<file path="src/hdl/salc_pkg.sv">
`timescale 1ns / 1ps
`default_nettype none

package salc_pkg;

	// Fixed field widths
	localparam int OP_W        = 2;
	localparam int ADDR_IN_W   = 64;
	localparam int STAMP_W     = 64;
	localparam int CNT_W       = 32;
	localparam int SB_W        = 3;
	localparam int OFF_W       = 6;
	localparam int WAYS_CFG_W  = 4;
	localparam int CFG_IDX_W   = 2;
	localparam int CFG_DATA_W  = 6;
	localparam int SHIFT_W     = 7;

	// Stream packing
	localparam int IN_TDATA_W  = 72;
	localparam int OUT_TDATA_W = 104;
	localparam int OUT_PAD_W   = OUT_TDATA_W - (2 + 3 * CNT_W);

	// Opcodes
	localparam logic [OP_W-1:0] OP_LOAD   = 2'd0;
	localparam logic [OP_W-1:0] OP_STORE  = 2'd1;
	localparam logic [OP_W-1:0] OP_MODIFY = 2'd2;
	localparam logic [OP_W-1:0] OP_NONE   = 2'd3;

	// Register indexes
	localparam logic [CFG_IDX_W-1:0] REG_SET_BITS    = 2'd0;
	localparam logic [CFG_IDX_W-1:0] REG_OFFSET_BITS = 2'd1;
	localparam logic [CFG_IDX_W-1:0] REG_WAYS        = 2'd2;

	typedef enum logic [2:0] {
		ST_CLEAR,
		ST_IDLE,
		ST_LOOK,
		ST_UPD,
		ST_REREAD
	} st_t;

	// Controller to datapath
	typedef struct packed {
		logic clr_step;
		logic accept;
		logic reread;
		logic look;
		logic upd;
		logic last;
	} cmd_t;

	// Datapath to controller
	typedef struct packed {
		logic clr_done;
		logic out_free;
	} sts_t;

endpackage

`default_nettype wire

</file>
<file path="src/hdl/salc_ctrl.sv">
`timescale 1ns / 1ps
`default_nettype none

module salc_ctrl (
	input  wire logic                      clk,
	input  wire logic                      arst_n,
	input  wire logic                      s_tvalid,
	input  wire logic [salc_pkg::OP_W-1:0] opcode,
	output logic                           s_tready,
	output salc_pkg::cmd_t                 cmd,
	input  wire salc_pkg::sts_t            sts
);

	salc_pkg::st_t st_q;
	salc_pkg::st_t st_d;
	logic          pend_q;
	logic          pend_d;

	// State and pending second access
	always_ff @(posedge clk or negedge arst_n) begin
		if (!arst_n) begin
			st_q   <= salc_pkg::ST_CLEAR;
			pend_q <= 1'b0;
		end else begin
			st_q   <= st_d;
			pend_q <= pend_d;
		end
	end

	// Next state and commands
	always_comb begin
		st_d     = st_q;
		pend_d   = pend_q;
		cmd      = '0;
		s_tready = 1'b0;
		unique case (st_q)
			salc_pkg::ST_CLEAR: begin
				cmd.clr_step = 1'b1;
				if (sts.clr_done) begin
					st_d = salc_pkg::ST_IDLE;
				end
			end
			salc_pkg::ST_IDLE: begin
				s_tready = 1'b1;
				// drop an item with the unused opcode
				if (s_tvalid && opcode != salc_pkg::OP_NONE) begin
					cmd.accept = 1'b1;
					pend_d     = (opcode == salc_pkg::OP_MODIFY);
					st_d       = salc_pkg::ST_LOOK;
				end
			end
			salc_pkg::ST_LOOK: begin
				cmd.look = 1'b1;
				st_d     = salc_pkg::ST_UPD;
			end
			salc_pkg::ST_UPD: begin
				// hold until the output register is free
				if (sts.out_free) begin
					cmd.upd  = 1'b1;
					cmd.last = !pend_q;
					pend_d   = 1'b0;
					st_d     = pend_q ? salc_pkg::ST_REREAD : salc_pkg::ST_IDLE;
				end
			end
			salc_pkg::ST_REREAD: begin
				cmd.reread = 1'b1;
				st_d       = salc_pkg::ST_LOOK;
			end
			default: begin
				st_d = salc_pkg::ST_IDLE;
			end
		endcase
	end

endmodule

`default_nettype wire

</file>
<file path="config.mk">
export PLATFORM = sky130hd
export DESIGN_NAME = salc_ctrl
export DESIGN_NICKNAME = d
export VERILOG_FILES = /design/src/hdl/salc_pkg.sv /design/src/hdl/salc_ctrl.sv
export SDC_FILE = /design/constraint.sdc
export NUM_CORES = 1
export LEC_CHECK = 0
export BUFFER_PORTS_ARGS = -buffer_cell sky130_fd_sc_hd__buf_4
export CORE_AREA = 3 3 40 42
export CTS_CLUSTER_DIAMETER = 50
export CTS_CLUSTER_SIZE = 12
export DETAILED_ROUTE_END_ITERATION = 8
export DIE_AREA = 0 0 43 45
export HOLD_SLACK_MARGIN = 0.05
export SLEW_MARGIN = 20
export SYNTH_ARGS = -nofsm -noshare
export SYNTH_HDL_FRONTEND = slang
export SYNTH_SLANG_ARGS = --single-unit
export TNS_END_PERCENT = 1
</file>
<file path="constraint.sdc">
create_clock -name clk -period 2.1 [get_ports clk]
set_clock_uncertainty 0.15 [all_clocks]
set_input_delay 0.105 -clock clk [delete_from_list [all_inputs] [get_ports clk]]
set_output_delay 0.105 -clock clk [all_outputs]
set_load 0.01 [all_outputs]
</file>
# == After elaboration in Yosys (flattened, before gate mapping) ==
# Index checks and enable logic that the tools add are counted.
# word_totals
regBits,4
input_bits,7
out_inout_bits,7
elab_cells,33
# op_classes
n_eq_ne,9
muxes,16
reduce_logical,6
# ops
operator,n
one-hot mux 3 bit (5 select lines),1
two-way mux 3 bit,4
two-way mux 1 bit,8
!= test 2 bit (second input constant),4
== test 3 x 2 -> 1 bit (second input constant),2
AND reduction 3 bit,2
two-way mux 2 bit,2
== test 3 x 1 -> 1 bit (second input constant),1
== test 3 bit (second input constant),1
zero test 3 bit,1
== test 2 bit (second input constant),1
one-hot mux 1 bit (2 select lines),1
nonzero test 2 bit,1
logical AND 1 bit,1
zero test 1 bit,1

# == Depth between registers and ports, before layout ==
# depth
depth_word,4
ltp_mapped,5
ltp_nobuf,4

# == Worst setup path before layout ==
# OpenSTA, ideal clock, no wires.
# synth_timing
path_kind,register to register
startpoint,register st_q[1]
endpoint,register st_q[0]
setup_ns,0.120
t_arrival_ns,1.012
t_required_ns,1.830
setup_slack_ns,0.819
path_stages_with_launch,5
n_path_buf,1
period_less_slack_ns,1.281
cell_sequence,dfrtp_1 buf_4 nor3b_4 nand3_2 and3_1
# synth_via
elab_chain_cells,3
word_cells_on_any_way,10
cone_classes,7 x eq/ne; 1 x mux; 2 x reduce/logical
# synth_lines
item,line_no,text
"start, declared",salc_ctrl.sv:14,salc_pkg::st_t st_q;
"start signal, assigned",salc_ctrl.sv:22,st_q <= salc_pkg::ST_CLEAR;
"start signal, assigned",salc_ctrl.sv:25,st_q <= st_d;
"== test 3 x 1 -> 1 bit, or another cell as far along",salc_ctrl.sv:36,unique case (st_q)
!= test 2 bit (no line),n/a,
AND reduction 3 bit (no line),n/a,
# Parallel ways exist; a longest one is shown, timed or not.
# A chain may end at the register's enable or synchronous reset.

# == Worst setup path after layout ==
# layout_timing
startpoint,register st_q[1]
endpoint,register pend_q
# layout_via
elab_chain_cells,3
word_cells_on_any_way,7
cone_classes,4 x eq/ne; 1 x mux; 2 x reduce/logical
# layout_lines
item,line_no,text
== test 3 x 1 -> 1 bit or == test 3 x 2 -> 1 bit (tied branches),salc_ctrl.sv:36,
!= test 2 bit (no line) or nonzero test 2 bit (tied branches),n/a,
AND reduction 3 bit (no line),n/a,
"end signal, assigned",salc_ctrl.sv:26,pend_q <= pend_d;
"end, declared",salc_ctrl.sv:16,logic pend_q;
# Parallel ways exist; a longest one is shown, timed or not.

==> flow_summary.toml <==
[critical_path]
arrival_ns = 1.61
cp-end-kind = "flop"
required_ns = 2.06
worstPathMaxFanout = 9
cp-start-kind = "flop"
crit_type = "reg2reg"
reg2reg_from = "st_q[1]"
ff2ff_setup_slack_ns = 0.45
startpoint = "st_q[1]"
worst_path_max_delay_cell = "dfrtp_1"
max_stage_delay_ns = 0.55
path_cells = "nand3b_1 -> nand3b_1 -> dlygate4sd3_1 -> mux2i_1"
worst_path_most_repeated_cell = "nand3b_1"

[cts]
clock_latency_ns = 0.24
cts_hold_buf = 5
clk_pin_slew_ns = 0.04
cts_max_level = 1
cts_sinks = 4
root_buffer = "clkbuf_4"
cts_tree = "yes"
clk_path_buf_depth = 2
cts_buffers = 3
post_cts_buffers = 0
cts-resized-gates = 0

[global_routing]
track_usage_pct = 7.950
globalRouteMet1Util_pct = 9.291
use_met3_pct = 6.375
grt_antenna_before_repair = 0
grt_pass1_vias = 253
grt.busiest_layer = "met2"
grt_first_pass_wirelength_um = 1083
grt_max_degree = 10
grt.overflow.total = 0
grt_use_met2_pct = 10.48

[sta]
slew_headroom_pct = 76.14
finalCritPeriodShare_pct = 78.58
drv_slew = 0
finalHoldViolCount = 0
fin_crit_ns = 1.650
worst_slew_pin_slew_ns = 0.3579
setup-tns-final_ns = 0
finalSetupViolCount = 0
whs_ns = 0.05454
max_clock_freq_mhz = 606.0
rsz0062_at_grt = "no"

[power_and_ir_drop]
seqPwrFrac_pct = 32.2
intPower_w = 0.0003213
power.switching_w = 0.0001953
clkPwrFrac_pct = 18.3
peakVddDrop_mv = 0.4974
p_leak_nw = 0.2393
power_frac_comb_pct = 49.4
p_sw_share_pct = 37.80
power.density_nw_per_um2 = 1128

[placed_design]
portBuffers = 13
gp_congestion = 0.6598

[final_layout]
area_growth_pct = 59.13
multi_input_area_um2 = 153.9
fin_nets = 60
fill_cells = 141
layout_common_cells = "buf_4, dlygate4sd3_1, nand2_1, dfrtp_1"
seqCellArea_um2 = 100.1
final_layout_size_suffix_gt1_share_pct = 39.22
final_common_cell = "buf_4"
antenna_cells = 0

[floorplan]
rows = 13
io-pin-count = 14
die_x_um = 43
die-area_um2 = 1935
start_util_pct = 22.40
core-area_um2 = 1285
die_h_um = 45

[route]
wl_per_cell_um = 9.242
route.detailed.drc = 0
wl_um = 610
viasPerCell = 4.242
drt_iter0_drc = 3
num_vias = 280
dr.pass1.iters = 4
ant_nets = 0

[synthesis]
syn_area_um2 = 287.8
netlist_instances = 32
synth_cell_types = 19
ys_seq_elements = 4
yosysWarnings = 0
synth_fp_nets = 39
yosysSeqAreaShare_pct = 34.78
syn_area_per_cell_um2 = 8.993

[run_status]
outcome = "completed"

[job]
cap_violations = 0

[hold_path]
hold_class = "in2async"
[routing by layer]
metal	wire [um]	vias to the layer above	part of all wire [%]
met3	70	2	11
li1	-	143	-
met1	283	123	46
met5	0	-	0
met2	245	12	40
met4	10	0	1.6
[stage by stage]
step / total power [W] / instances / utilization (%) / setup WS, ns / instance area, um2
2_1_floorplan: 0.0003301 / 32 / - / 0.8186 / 287.8
3_3_place_gp: 0.0003976 / 58 / 29.99 / 0.7743 / 385.4
3_5_place_dp: 0.0003999 / 58 / 29.99 / 0.7580 / 385.4
4_1_cts: 0.0005235 / 66 / 35.64 / 0.4449 / 457.9
5_1_grt: 0.0005597 / 66 / 35.64 / 0.3870 / 457.9
6_report: 0.0005165 / 66 / 35.64 / 0.4497 / 457.9
[power groups by stage]
stage                     clock network, W  registers, W  logic [W]
after detailed placement                 0      0.000168   0.000232
after floorplan                          0      0.000116   0.000214
after CTS                        0.0000969      0.000166   0.000260
after global routing              0.000107      0.000175   0.000278
final                            0.0000947      0.000166   0.000255
after global placement                   0      0.000165   0.000233
[sequential cells by signal, indices dropped and copies added (netlist names)]
register and count:
st_q 3, pend_q 1
[area by class of cell]
cell class | instances | area share, %
multi-input cells | 22 | 33.61
repair buffers | 18 | 32.24
flip-flops and latches | 4 | 21.86
clock buffers | 3 | 4.918
well taps | 15 | 4.098
inverters | 4 | 3.279
[worst paths after layout]
kind,endpoint,cells after the start
setup / recovery,pend_q,4
hold / removal,st_q[1],2
setup reg to reg,pend_q,4
hold reg to reg,st_q[2],2
max in group asynchronous,pend_q,2
min in group clk,pend_q,4
[critical path: cells and delay by family, from the launching register on]
family,cells,cell delay [ns]
buf+inv,1,0.54
flops,1,0.55
mux,1,0.06
simple gates,2,0.22
[synth_stat cells]
cell      instances  area share, %
and2_1            1            2.2
nor3_1            1            1.7
inv_1             3            3.9
nand3_2           1            3.5
a21oi_1           1            1.7
buf_6             1            3.9
o21ai_0           2            3.5
nand3_1           2            3.5
dfrtp_1           4             35
nand3b_1          2            5.2
nand4b_4          1            8.3
mux2i_1           1            3.5
buf_4             1            2.6
inv_2             1            1.3
nor3b_4           1            6.5
nor3b_1           1            2.6
nor2_1            3            3.9
nand2_1           4            5.2
and3_1            1            2.2
[cell families (layout without fill, tap and decap cells)]
kind of cell | Yosys count | after routing | share of synthesized area, %
multiplexers | 1 | 1 | 3.478
AO/OA/AOI/OAI | 3 | 3 | 5.216
flip-flops | 4 | 4 | 34.78
buffers and inverters | 6 | 25 | 11.74
AND/OR/NAND/NOR | 18 | 18 | 44.78
(Power assumes the default switching activity.)
